===== config.mk =====
export PLATFORM = sky130hd
export DESIGN_NAME = annexb_nal_unit_splitter_core
export DESIGN_NICKNAME = d
export VERILOG_FILES = /design/src/rtl/core/annexb_pkg.sv /design/src/rtl/core/annexb_front.sv /design/src/rtl/core/annexb_fifo.sv /design/src/rtl/core/annexb_back.sv /design/src/rtl/core/annexb_nal_unit_splitter_core.sv
export VERILOG_INCLUDE_DIRS = /design/src /design/src/rtl/core
export SDC_FILE = /design/constraint.sdc
export NUM_CORES = 1
export LEC_CHECK = 0
export CAP_MARGIN = 40
export CORE_MARGIN = 2
export CORE_UTILIZATION = 58
export CTS_CLUSTER_DIAMETER = 60
export DETAILED_ROUTE_END_ITERATION = 8
export DONT_BUFFER_PORTS = 1
export GPL_TIMING_DRIVEN = 0
export PLACE_DENSITY = 0.78
export REMOVE_ABC_BUFFERS = 1
export SKIP_LAST_GASP = 1
export SLEW_MARGIN = 10
export SYNTH_ARGS = -nofsm -noshare
export SYNTH_HDL_FRONTEND = slang
export SYNTH_HIERARCHICAL = 1
export SYNTH_SLANG_ARGS = --single-unit

===== constraint.sdc =====
create_clock -name clk -period 7.92 [get_ports clk]
set_clock_uncertainty 0.1 [all_clocks]
set_input_delay 1.584 -clock clk [delete_from_list [all_inputs] [get_ports clk]]
set_output_delay 1.584 -clock clk [all_outputs]
set_load 0.005 [all_outputs]

===== src/rtl/core/annexb_nal_unit_splitter_core_defines.svh =====
// assertion macros for the annex b nal unit splitter core
`ifndef ANNEXB_NAL_UNIT_SPLITTER_CORE_DEFINES_SVH
`define ANNEXB_NAL_UNIT_SPLITTER_CORE_DEFINES_SVH

// same-cycle implication
`define ANNEXB_ASSERT_IMPL(lbl, ante, cons, msg) \
	lbl: assert property (@(posedge clk) disable iff (!arst_n) (ante) |-> (cons)) \
		else $error(msg);

// next-cycle implication
`define ANNEXB_ASSERT_NEXT(lbl, ante, cons, msg) \
	lbl: assert property (@(posedge clk) disable iff (!arst_n) (ante) |=> (cons)) \
		else $error(msg);

`endif


===== src/rtl/core/annexb_pkg.sv =====
// shared types, constants and result packing for the annex b nal unit splitter
package annexb_pkg;

	localparam int OFFSET_BITS = 32;
	localparam int QUEUE_DEPTH = 4;
	localparam int QPTR_W = $clog2(QUEUE_DEPTH);
	localparam int QCNT_W = $clog2(QUEUE_DEPTH + 1);

	localparam logic [5:0] TYPE_LIMIT_RST = 6'd24;
	localparam logic [7:0] HDR_FORBIDDEN = 8'h80;
	localparam logic [7:0] HDR_REF_IDC = 8'h60;
	localparam logic [7:0] HDR_TYPE = 8'h1F;

	typedef logic [OFFSET_BITS-1:0] offset_t;

	typedef enum logic [1:0] {
		PH_LEAD,
		PH_HEAD,
		PH_BODY,
		PH_HALT
	} phase_t;

	typedef enum logic [2:0] {
		ST_OK,
		ST_FORBIDDEN,
		ST_RESERVED,
		ST_ZERO_HDR,
		ST_NO_LEAD,
		ST_EARLY_END
	} status_t;

	typedef struct packed {
		logic [7:0] data_byte;
		logic       last_byte;
	} in_item_t;

	typedef struct packed {
		logic [31:0] unit_start;
		logic [2:0]  code_length;
		logic [7:0]  header_value;
		logic [4:0]  unit_type;
		logic        is_reference;
		logic [2:0]  status;
		logic [31:0] unit_end;
		logic        run_last;
	} out_item_t;

	typedef struct packed {
		out_item_t first;
		out_item_t second;
		logic      two;
	} q_entry_t;

	typedef struct packed {
		logic full;
		logic empty;
	} fifo_stat_t;

	typedef struct packed {
		logic pending;
	} back_stat_t;

	function automatic out_item_t make_result(offset_t start, logic [2:0] len,
			logic [7:0] hdr, status_t st, offset_t end_off);
		out_item_t r;
		r.unit_start = 32'(start);
		r.code_length = len;
		r.header_value = hdr;
		r.unit_type = (st == ST_OK) ? hdr[4:0] : 5'd0;
		r.is_reference = ((st == ST_OK) || (st == ST_RESERVED)) &&
			((hdr & HDR_REF_IDC) != 8'd0);
		r.status = st;
		r.unit_end = 32'(end_off);
		r.run_last = 1'b0;
		return r;
	endfunction

endpackage


===== src/rtl/core/annexb_front.sv =====
// front end: start code scan, header classification and result generation
module annexb_front (
	input  logic                 clk,
	input  logic                 arst_n,
	input  logic                 in_valid,
	output logic                 in_ready,
	input  annexb_pkg::in_item_t in_data,
	input  logic [5:0]           type_limit,
	input  annexb_pkg::fifo_stat_t q_stat,
	output logic                 q_push,
	output annexb_pkg::q_entry_t q_wdata
);

	annexb_pkg::phase_t    phase_q, phase_d;
	annexb_pkg::offset_t   pos_q, scan_q, cur_start_q;
	logic [23:0]           recent_q;
	logic [2:0]            cur_len_q;
	logic [7:0]            cur_hdr_q;
	annexb_pkg::status_t   cur_st_q;

	logic                  accept;
	logic [7:0]            b;
	logic                  last;
	annexb_pkg::offset_t   p, nxt, span, ns;
	logic                  lead_fail, lead_go, found, four;
	logic [2:0]            lead_len, nl;
	annexb_pkg::status_t   hdr_st;

	annexb_pkg::out_item_t r0, r1;
	logic [1:0]            cnt;

	assign in_ready = !q_stat.full;
	assign accept = in_valid && in_ready;
	assign b = in_data.data_byte;
	assign last = in_data.last_byte;
	assign p = pos_q;
	assign nxt = pos_q + annexb_pkg::offset_t'(1);
	assign span = pos_q - scan_q;

	// leading start code
	always_comb begin
		lead_fail = 1'b0;
		lead_go = 1'b0;
		lead_len = 3'd3;
		if (p == annexb_pkg::offset_t'(0) || p == annexb_pkg::offset_t'(1)) begin
			lead_fail = (b != 8'd0);
		end else if (p == annexb_pkg::offset_t'(2)) begin
			if (b == 8'd1) begin
				lead_go = 1'b1;
			end else if (b != 8'd0) begin
				lead_fail = 1'b1;
			end
		end else if (p == annexb_pkg::offset_t'(3) && b == 8'd1) begin
			lead_go = 1'b1;
			lead_len = 3'd4;
		end else begin
			lead_fail = 1'b1;
		end
	end

	// header classification
	always_comb begin
		if ((b & annexb_pkg::HDR_FORBIDDEN) != 8'd0) begin
			hdr_st = annexb_pkg::ST_FORBIDDEN;
		end else if ({1'b0, b[4:0]} >= type_limit) begin
			hdr_st = annexb_pkg::ST_RESERVED;
		end else begin
			hdr_st = annexb_pkg::ST_OK;
		end
	end

	// start code in the body
	assign found = (b == 8'd1) && (recent_q[15:0] == 16'd0) &&
		(span >= annexb_pkg::offset_t'(2));
	assign four = (span >= annexb_pkg::offset_t'(3)) && (recent_q[23:16] == 8'd0);
	assign ns = four ? (pos_q - annexb_pkg::offset_t'(3)) : (pos_q - annexb_pkg::offset_t'(2));
	assign nl = four ? 3'd4 : 3'd3;

	// next phase
	always_comb begin
		phase_d = phase_q;
		unique case (phase_q)
			annexb_pkg::PH_LEAD: begin
				if (lead_fail) begin
					phase_d = annexb_pkg::PH_HALT;
				end else if (lead_go) begin
					phase_d = annexb_pkg::PH_HEAD;
				end
			end
			annexb_pkg::PH_HEAD: begin
				phase_d = (b == 8'd0) ? annexb_pkg::PH_HALT : annexb_pkg::PH_BODY;
			end
			annexb_pkg::PH_BODY: begin
				if (found) begin
					phase_d = annexb_pkg::PH_HEAD;
				end
			end
			annexb_pkg::PH_HALT: begin
				phase_d = annexb_pkg::PH_HALT;
			end
			default: begin
				phase_d = annexb_pkg::PH_LEAD;
			end
		endcase
		if (last) begin
			phase_d = annexb_pkg::PH_LEAD;
		end
	end

	// results
	always_comb begin
		r0 = '0;
		r1 = '0;
		cnt = 2'd0;
		unique case (phase_q)
			annexb_pkg::PH_LEAD: begin
				if (lead_fail || (last && !lead_go)) begin
					r0 = annexb_pkg::make_result('0, 3'd0, 8'd0, annexb_pkg::ST_NO_LEAD, nxt);
					cnt = 2'd1;
				end else if (last) begin
					r0 = annexb_pkg::make_result('0, lead_len, 8'd0,
						annexb_pkg::ST_EARLY_END, nxt);
					cnt = 2'd1;
				end
			end
			annexb_pkg::PH_HEAD: begin
				if (b == 8'd0) begin
					r0 = annexb_pkg::make_result(cur_start_q, cur_len_q, 8'd0,
						annexb_pkg::ST_ZERO_HDR, nxt);
					cnt = 2'd1;
				end else if (last) begin
					r0 = annexb_pkg::make_result(cur_start_q, cur_len_q, b, hdr_st, nxt);
					cnt = 2'd1;
				end
			end
			annexb_pkg::PH_BODY: begin
				if (found) begin
					r0 = annexb_pkg::make_result(cur_start_q, cur_len_q, cur_hdr_q,
						cur_st_q, ns);
					cnt = 2'd1;
					if (last) begin
						r1 = annexb_pkg::make_result(ns, nl, 8'd0,
							annexb_pkg::ST_EARLY_END, nxt);
						cnt = 2'd2;
					end
				end else if (last) begin
					r0 = annexb_pkg::make_result(cur_start_q, cur_len_q, cur_hdr_q,
						cur_st_q, nxt);
					cnt = 2'd1;
				end
			end
			annexb_pkg::PH_HALT: begin
				cnt = 2'd0;
			end
			default: begin
				cnt = 2'd0;
			end
		endcase
		r0.run_last = (cnt == 2'd1);
		r1.run_last = 1'b1;
	end

	assign q_push = accept && (cnt != 2'd0);
	assign q_wdata = '{first: r0, second: r1, two: (cnt == 2'd2)};

	always_ff @(posedge clk or negedge arst_n) begin
		if (!arst_n) begin
			phase_q <= annexb_pkg::PH_LEAD;
			pos_q <= '0;
			scan_q <= '0;
			recent_q <= '0;
			cur_start_q <= '0;
			cur_len_q <= '0;
			cur_hdr_q <= '0;
			cur_st_q <= annexb_pkg::ST_OK;
		end else if (accept) begin
			phase_q <= phase_d;
			if (last) begin
				pos_q <= '0;
				scan_q <= '0;
				recent_q <= '0;
				cur_start_q <= '0;
				cur_len_q <= '0;
				cur_hdr_q <= '0;
				cur_st_q <= annexb_pkg::ST_OK;
			end else begin
				pos_q <= nxt;
				recent_q <= {recent_q[15:0], b};
				if (phase_q == annexb_pkg::PH_LEAD && lead_go) begin
					cur_start_q <= '0;
					cur_len_q <= lead_len;
					scan_q <= pos_q + annexb_pkg::offset_t'(2);
				end
				if (phase_q == annexb_pkg::PH_HEAD && b != 8'd0) begin
					cur_hdr_q <= b;
					cur_st_q <= hdr_st;
				end
				if (phase_q == annexb_pkg::PH_BODY && found) begin
					cur_start_q <= ns;
					cur_len_q <= nl;
					cur_hdr_q <= '0;
					cur_st_q <= annexb_pkg::ST_OK;
					scan_q <= pos_q + annexb_pkg::offset_t'(2);
				end
			end
		end
	end

endmodule


===== src/rtl/core/annexb_fifo.sv =====
// result queue between the front end and the output stage
module annexb_fifo (
	input  logic                   clk,
	input  logic                   arst_n,
	input  logic                   push,
	input  annexb_pkg::q_entry_t   wdata,
	input  logic                   pop,
	output annexb_pkg::q_entry_t   rdata,
	output annexb_pkg::fifo_stat_t stat
);

	annexb_pkg::q_entry_t            mem_q [annexb_pkg::QUEUE_DEPTH];
	logic [annexb_pkg::QPTR_W-1:0]   wr_ptr_q, rd_ptr_q;
	logic [annexb_pkg::QCNT_W-1:0]   count_q;

	assign stat.full = (count_q == annexb_pkg::QCNT_W'(annexb_pkg::QUEUE_DEPTH));
	assign stat.empty = (count_q == '0);
	assign rdata = mem_q[rd_ptr_q];

	always_ff @(posedge clk) begin
		if (push) begin
			mem_q[wr_ptr_q] <= wdata;
		end
	end

	always_ff @(posedge clk or negedge arst_n) begin
		if (!arst_n) begin
			wr_ptr_q <= '0;
			rd_ptr_q <= '0;
			count_q <= '0;
		end else begin
			if (push) begin
				wr_ptr_q <= wr_ptr_q + annexb_pkg::QPTR_W'(1);
			end
			if (pop) begin
				rd_ptr_q <= rd_ptr_q + annexb_pkg::QPTR_W'(1);
			end
			if (push && !pop) begin
				count_q <= count_q + annexb_pkg::QCNT_W'(1);
			end else if (pop && !push) begin
				count_q <= count_q - annexb_pkg::QCNT_W'(1);
			end
		end
	end

endmodule


===== src/rtl/core/annexb_back.sv =====
// output stage: unpacks queued result pairs onto the output channel
module annexb_back (
	input  logic                    clk,
	input  logic                    arst_n,
	input  annexb_pkg::q_entry_t    q_rdata,
	input  annexb_pkg::fifo_stat_t  q_stat,
	output logic                    q_pop,
	output logic                    out_valid,
	input  logic                    out_ready,
	output annexb_pkg::out_item_t   out_data,
	output annexb_pkg::back_stat_t  stat
);

	logic                  out_valid_q;
	annexb_pkg::out_item_t out_q, second_q;
	logic                  pending_q;
	logic                  adv;

	assign adv = !out_valid_q || out_ready;
	assign q_pop = adv && !pending_q && !q_stat.empty;
	assign out_valid = out_valid_q;
	assign out_data = out_q;
	assign stat.pending = pending_q;

	always_ff @(posedge clk or negedge arst_n) begin
		if (!arst_n) begin
			out_valid_q <= 1'b0;
			pending_q <= 1'b0;
		end else if (adv) begin
			if (pending_q) begin
				out_valid_q <= 1'b1;
				pending_q <= 1'b0;
			end else if (!q_stat.empty) begin
				out_valid_q <= 1'b1;
				pending_q <= q_rdata.two;
			end else begin
				out_valid_q <= 1'b0;
			end
		end
	end

	always_ff @(posedge clk) begin
		if (adv) begin
			if (pending_q) begin
				out_q <= second_q;
			end else if (!q_stat.empty) begin
				out_q <= q_rdata.first;
				second_q <= q_rdata.second;
			end
		end
	end

endmodule


===== src/rtl/core/annexb_nal_unit_splitter_core.sv =====
// top level of the annex b nal unit splitter
//
// channel   dir  handshake                payload
// in        in   in_valid / in_ready      annexb_pkg::in_item_t
// out       out  out_valid / out_ready    annexb_pkg::out_item_t
// cfg       in   cfg_we                   cfg_wdata (reserved type limit)
//
// one byte per cycle is accepted while the result queue has room
// a byte that ends a unit and completes a start code at stream end gives two
// results, which the output stage sends in turn, holding the second in a register
// each result is registered in the queue and then in the output register
// reset returns the parser to the leading start code at offset 0, limit 24
// a stalled output fills the four-entry queue, then in_ready drops
`include "annexb_nal_unit_splitter_core_defines.svh"

module annexb_nal_unit_splitter_core (
	input  logic                  clk,
	input  logic                  arst_n,
	input  logic                  in_valid,
	output logic                  in_ready,
	input  annexb_pkg::in_item_t  in_data,
	output logic                  out_valid,
	input  logic                  out_ready,
	output annexb_pkg::out_item_t out_data,
	input  logic                  cfg_we,
	input  logic [5:0]            cfg_wdata
);

	logic [5:0]             type_limit_q;
	logic                   q_push, q_pop;
	annexb_pkg::q_entry_t   q_wdata, q_rdata;
	annexb_pkg::fifo_stat_t q_stat;
	annexb_pkg::back_stat_t b_stat;

	always_ff @(posedge clk or negedge arst_n) begin
		if (!arst_n) begin
			type_limit_q <= annexb_pkg::TYPE_LIMIT_RST;
		end else if (cfg_we) begin
			type_limit_q <= cfg_wdata;
		end
	end

	annexb_front u_front (
		.clk        (clk),
		.arst_n     (arst_n),
		.in_valid   (in_valid),
		.in_ready   (in_ready),
		.in_data    (in_data),
		.type_limit (type_limit_q),
		.q_stat     (q_stat),
		.q_push     (q_push),
		.q_wdata    (q_wdata)
	);

	annexb_fifo u_fifo (
		.clk    (clk),
		.arst_n (arst_n),
		.push   (q_push),
		.wdata  (q_wdata),
		.pop    (q_pop),
		.rdata  (q_rdata),
		.stat   (q_stat)
	);

	annexb_back u_back (
		.clk       (clk),
		.arst_n    (arst_n),
		.q_rdata   (q_rdata),
		.q_stat    (q_stat),
		.q_pop     (q_pop),
		.out_valid (out_valid),
		.out_ready (out_ready),
		.out_data  (out_data),
		.stat      (b_stat)
	);

	`ANNEXB_ASSERT_IMPL(a_no_overflow, q_push, !q_stat.full, "push into full queue")
	`ANNEXB_ASSERT_IMPL(a_pair_pending, out_valid && !out_data.run_last, b_stat.pending,
		"non-final result without queued partner")
	`ANNEXB_ASSERT_IMPL(a_early_end_last,
		out_valid && (out_data.status == annexb_pkg::ST_EARLY_END), out_data.run_last,
		"early end result not final")
	`ANNEXB_ASSERT_NEXT(a_pending_sent, b_stat.pending && out_ready,
		!b_stat.pending && out_valid && out_data.run_last, "second result not sent")

endmodule

Yosys cells after proc, flatten, opt, wreduce, memory -nomap -nowiden --
Memories as Yosys holds them, arrays and structs flattened. Index checks and enable logic that the tools add are counted.
Storage, ports and cells: input port bits 20, bits in writable memories 680, bits in latches 0, register bits after elaboration 321, ROM bits 0, logic and storage cells 175, memories 1
Cells by class: $add $sub $neg 9, equal/unequal tests 15, magnitude comparators 3, $mul 0, reduce and logical (&&, ||, !) cells 48, multiplexer cells 67, div/mod/pow operators 0, shift-type cells 0, bitwise gates (word level) 2
Memories:
- u_fifo.mem_q | words 4, width 170, rd ports 1, clocked after memory_dff 0, write ports 1, line annexb_fifo.sv:12 | annexb_pkg::q_entry_t mem_q [annexb_pkg::QUEUE_DEPTH];
Operator list (count):
- 85-bit two-way mux | 10
- 32-bit two-way mux | 8
- 85-bit one-hot mux with 3 select lines | 1
- 32-bit by 2-bit == test with 1-bit output (second input constant) | 2
- 32-bit by 2-bit greater-or-equal comparator with 1-bit output (second input constant) | 2
- 32-bit by 2-bit subtractor with 32-bit output (second input constant) | 2
- 53-bit two-way mux | 1
- 3-bit two-way mux | 13
- 32-bit by 1-bit adder with 32-bit output (second input constant) | 1
- 32-bit by 2-bit adder with 32-bit output (second input constant) | 1
- 32-bit by 1-bit == test with 1-bit output (second input constant) | 1
- 32-bit zero test | 1
- 32-bit subtractor | 1
- 24-bit two-way mux | 1
- 8-bit two-way mux | 3
- 8-bit nonzero test | 3
- 2-bit two-way mux | 9
- 1-bit two-way mux | 17
- 1-bit logical AND | 16
- 16-bit zero test | 1
- 8-bit zero test | 2
- 2-bit one-hot mux with 4 select lines | 2
- 5-bit two-way mux | 2
- 3-bit zero test | 3
- other kinds (20) | 41

Logic depth before layout (Yosys ltp) --
depth in word-level cells 16, depth in mapped cells 24, gate-level depth less buffers 23

Cells and area by module --
The synthesis kept the hierarchy.
Modules (own cells, without submodules):
- annexb_fifo | cells each 927, area an instance 25082.8 µm², instances 1
- annexb_front | cells each 1518, area an instance 11345.9 µm², instances 1
- annexb_back | cells each 277, area an instance 6292.3 µm², instances 1
- annexb_nal_unit_splitter_core | cells each 13, area an instance 254.0 µm², instances 1

Worst setup path before layout --
OpenSTA, ideal clock, no wires.
path kind flip-flop to flip-flop, start point register u_front.pos_q[0] (netlist: u_front/p[0]), end point memory u_fifo/mem_q[0][0] (netlist bit) (enable), arrival 7953 ps, stages on the path, launching flop included 19, setup time 552 ps, slack -685 ps, data required time 7268 ps, path through dfrtp_1 clkbuf_1 inv_1 ha_1 fa_1 xor2_1 o31ai_1 nor4_1 nand4_1 or3_1 or4_1 a2111oi_0 nand4_1 o21ai_1 ha_1 a21oi_1 o21ai_0 o21a_1 and2_1
Between the ends: word-level cells in the longest chain between the ends 14, elaborated cells between the ends (all ways) 25, those cells by class add/sub: 1; order compare: 1; eq/ne: 3; mux: 11; reduce/logical: 9
RTL lines:
- from (decl) | line annexb_front.sv:15 | annexb_pkg::offset_t pos_q, scan_q, cur_start_q;
- from (signal assigned) | line annexb_front.sv:187 | pos_q <= nxt;
- branches (longest 9 deep; another with 32-bit subtractor)
- 2-bit one-hot mux with 4 select lines (*) | line annexb_front.sv:115 | unique case (phase_q)
- 2-bit nonzero test (*) | line annexb_front.sv:163 | assign q_push = accept && (cnt != 2'd0);
- 1-bit logical AND (*) | line annexb_front.sv:163
- net q_push | line annexb_nal_unit_splitter_core.sv:30 | logic q_push, q_pop;
- 1-bit two-way mux (*) | line annexb_fifo.sv:21 | if (push) begin
- 1-bit two-way mux (not written as such) (*) | line annexb_fifo.sv:22 | mem_q[wr_ptr_q] <= wdata;
- to (decl) | line annexb_fifo.sv:12
Mark *: on every way through the listed nets, which the timed path passes.

Worst setup path after layout --
start point register u_front.pos_q[6] (netlist: u_front/p[6]), end point memory u_fifo/mem_q[2][145] (netlist bit) (enable)
The elaborated chain is that of the path after synthesis.

==> metrics.md <==
| Metric | Value |
|---|---|
| Status | `completed` |
| CTS root buffer | `clkbuf_16` |
| CTS clk-pin slew, worst paths | `60 ps` |
| Ratio of cells with drive above 1 in the final layout | `18.64%` |
| Number of I/O pins | `107` |
| Total GRT Usage | `25.87%` |
| Synth Flop Type | `edfxtp_1` |
| Post-synth top cells | `edfxtp_1 (854), nand2_1 (248), mux4_2 (171)` |
| Sink Count | `1002` |
| Crit path kind | `flop to flop` |
| Most numerous cell in the Yosys netlist | `edfxtp_1` |
| DRC viols | `0` |
| FP Rows | `a little under 100` |
| Unrepaired setup endpoints after global routing | `no` |
| Clock Tree Buf Depth | `3` |
| Crit-path cells | `ha_1 -> a21oi_2 -> o21ai_0 -> a221o_1 -> o31ai_1 -> mux2i_1 -> o21ai_0 -> nor4_1 -> nand4_1 -> o21ai_1 -> ha_1 -> a21oi_1 -> o21ai_0 -> o21a_1 -> and2_4 -> buf_16 -> buf_16` |
| Crit path capture type | `flop` |
| Overflow after GRT | `0` |
| Hold_buf cts | `0` |
| Top-area cell type share of the netlist area | `between 50% and 60%` |
| GR peak layer | `met2` |
| Buf/Inv on CP | `2` |
| # resized after CTS | `0` |
| Clock latency at the later pin of the worst-skew pair | `670 ps` |
| Cell mode on critical path | `o21ai_0` |
| Worst-path fanout max | `between 50 and 60` |
| Area of placed instances | `0.04437 sq mm` |
| Met2 GRT Util | `43.97%` |
| Antenna-violating nets left | `0` |
| Detailed Place HPWL | `61450 um` |
| WP data required | `8140 ps` |
| Slowest CP cell | `dfrtp_1` |
| Hold slack | `about 380 ps` |
| Post-Syn Area | `0.04297 sq mm` |
| Crit-path leading delay family | `compound AO/OA/AOI/OAI gates` |
| CP startpoint kind | `flop` |
| Seq cells post-synth | `1002` |
| GR Util met1 | `34.66%` |
| DR vias | `23920` |
| Synth Area per Inst | `15.71 sq um` |
| Placeable Area | `0.07321 sq mm` |
| Height of the die | `approximately 280 um` |
| DRT iter0 DRCs | `about 2300` |
| Filler cell count | `just under 5000` |
| Post-Synthesis Cells | `2735` |
| Slowest stage delay, CP | `810 ps` |
| CTS buffer count | `99` |
| Die W | `276.2 um` |
| Largest net degree at the start of global routing | `149` |
| PortBufs | `0` |
| Sequential fraction of the synthesis area | `68.30%` |
| Vias in the first global route | `24800` |
| Global placer's final weighted congestion | `0.8746` |
| Leakage | `16.48 nW` |
| ANT cells | `0` |
| Via density | `~6.3` |
| CTS tree | `built` |
| Initial Util | `58.70%` |
| Nets | `2800` |
| Power per cell area | `361.3 mW/mm^2` |
| Min-Delay Path Class | `flop to flop` |
| Worst slew margin | `a little under two fifths` |
| Die area | `~0.076 sq mm` |
| Synth async-reset ratio | `14.77%` |
| Post-CTS setup repair buffer count | `0` |
| Fin area | `0.04767 sq mm` |
| Unique cell type count in the Yosys netlist | `91` |
| Synth area leaders | `edfxtp_1 (60%), mux4_2 (9.0%), dfrtp_1 (8.5%)` |
| Final Hold Violating Endpoints | `0` |
| Worst path arrival time | `7460 ps` |
| Routed WL per cell | `25.69 um` |
| H-tree Lvls | `3` |
| Slew Viols, Final | `0` |
| Max-cap violations | `0` |
| Area leader, netlist | `edfxtp_1` |
| Maximum vdd ir drop | `0.2778 mV` |
| Final wirelength | `between 90000 and 100000 um` |
| First-pass GRT wire length | `150900 um` |
| Initial antenna violation count | `0` |
| DRT Pass-1 Iters | `7` |
| Met3 Track Usage GR | `3.769%` |
| Post-synth EDFFs | `between 800 and 900` |
| Crit share post-route | `approximately 91%` |
| Ys Warns | `6` |
| Minimum clock period | `7231 ps` |
| Worst-margin pin slew | `slightly above 900 ps` |
| Fmax | `138.3 MHz` |
| Final setup fails | `0` |
| Layout area overhead | `10.93%` |
worst reg2reg max path: stages, from the launching register on:
cell and delay, ps:
dfrtp_1 810, ha_1 490, a21oi_2 340, o21ai_0 130, a221o_1 430, o31ai_1 550, mux2i_1 280, o21ai_0 130
nor4_1 610, nand4_1 230, o21ai_1 500, ha_1 210, a21oi_1 60, o21ai_0 240, o21a_1 370, and2_4 630
buf_16 350, buf_16 360
layout make-up:
class | count | area (sq um) | area share (%)
tap | 959 | 1200 | 2.517
clock inverter | 59 | 649.4 | 1.362
inverter | 69 | 259.0 | 0.5433
timing repair buffer | 57 | 1104 | 2.315
clock buffer | 125 | 2636 | 5.530
multi-input combinational | 1499 | 12460 | 26.14
sequential | 1002 | 29360 | 61.59
layout by cell type (no fill, tap or decap), drive strengths merged, types with 5 or more instances in the layout:
master / synthesis / routed
edfxtp: 854 / 854
nand2: 248 / 248
mux4: 171 / 171
o21ai: 168 / 168
nor2: 153 / 153
dfrtp: 146 / 146
clkbuf: 77 / 125
mux2: 92 / 92
a21oi: 85 / 85
inv: 69 / 76
buf: 102 / 57
xnor2: 55 / 55
xor2: 52 / 52
ha: 50 / 50
nor3: 47 / 47
and2: 44 / 44
clkinv: 0 / 35
nand3: 32 / 32
nand4: 30 / 30
nor4: 21 / 21
o22ai: 20 / 20
mux2i: 17 / 17
conb: 2 / 16
or3: 15 / 15
nor2b: 14 / 14
o22a: 13 / 13
a211oi: 12 / 12
and3: 11 / 11
bufinv: 0 / 10
a22o: 10 / 10
o21a: 9 / 9
nand2b: 9 / 9
o31ai: 9 / 9
o211ai: 8 / 8
or4: 8 / 8
clkinvlp: 0 / 7
a21o: 7 / 7
a32o: 7 / 7
a311oi: 7 / 7
or2: 5 / 5
stage by stage:
stage | setup slack, ps | util (%) | setup TNS [ps] | power [W] | std cells
2_1_floorplan | -762.1 | - | -552890 | 0.01129 | 2570
3_3_place_gp | -10540 | 58.99 | -6161520 | 0.01297 | 3529
3_5_place_dp | 671.2 | 60.60 | 0 | 0.01262 | 3585
4_1_cts | 621.2 | 65.09 | 0 | 0.01737 | 3769
5_1_grt | 368.4 | 65.12 | 0 | 0.01796 | 3770
6_report | 688.7 | 65.12 | 0 | 0.01722 | 3770
routing by layer:
metal	vias to the layer above	wire length (um)
met5	-	0
met4	0	2998
met3	178	6046
met2	945	49470
met1	12360	38340
li1	10440	-
sequential cells by signal, summed over array words and instances, names as in the netlist:
register / cells
u_back/second_q: 85
u_fifo/mem_q: 684
u_front/recent_q: 24
u_front/cur_st_q: 2
u_front/p: 32
u_front/phase_q: 2
u_fifo/count_q: 3
u_front/scan_q: 32
u_front/cur_hdr_q: 7
u_back/out_data: 85
u_front/cur_start_q: 32
u_fifo/rd_ptr_q: 2
u_front/cur_len_q: 2
u_fifo/wr_ptr_q: 2
u_back/stat: 1
type_limit_q: 6
u_back/out_valid: 1
cells by family (layout without fill, tap and decap cells):
family,Yosys count,count (layout),share of synthesized area [%]
multiplexers,280,280,11.82
XOR/XNOR,107,107,2.181
adder cells (fa/ha/maj),52,52,1.549
other,2,16,0.01748
buffers and inverters,248,310,3.022
AO/OA/AOI/OAI,391,391,5.768
flip-flops,1002,1002,68.30
AND/OR/NAND/NOR,653,653,7.346
power by group:
part | internal (W) | switching [W]
combinational | 0.00211 | 0.00277
sequential | 0.00709 | 0.000543
clock | 0.00271 | 0.00199
total | 0.0119 | 0.00531
path summary, 6_finish.rpt:
check / from / endpoint / slack (ps) / cells after the start
max in group asynchronous: arst_n / type_limit_q[4] / 6850 / 0
min: u_front/cur_start_q[10] / u_front/cur_start_q[10] / 380 / 2
max reg2reg: u_front/p[6] / u_fifo/mem_q[2][145] / 690 / 17
min in group asynchronous: arst_n / u_front/cur_start_q[15] / 530 / 0
min reg2reg: u_front/cur_start_q[10] / u_front/cur_start_q[10] / 380 / 2
max: u_front/p[6] / u_fifo/mem_q[2][145] / 690 / 17
Note: power is estimated with default switching activity, not from simulation.
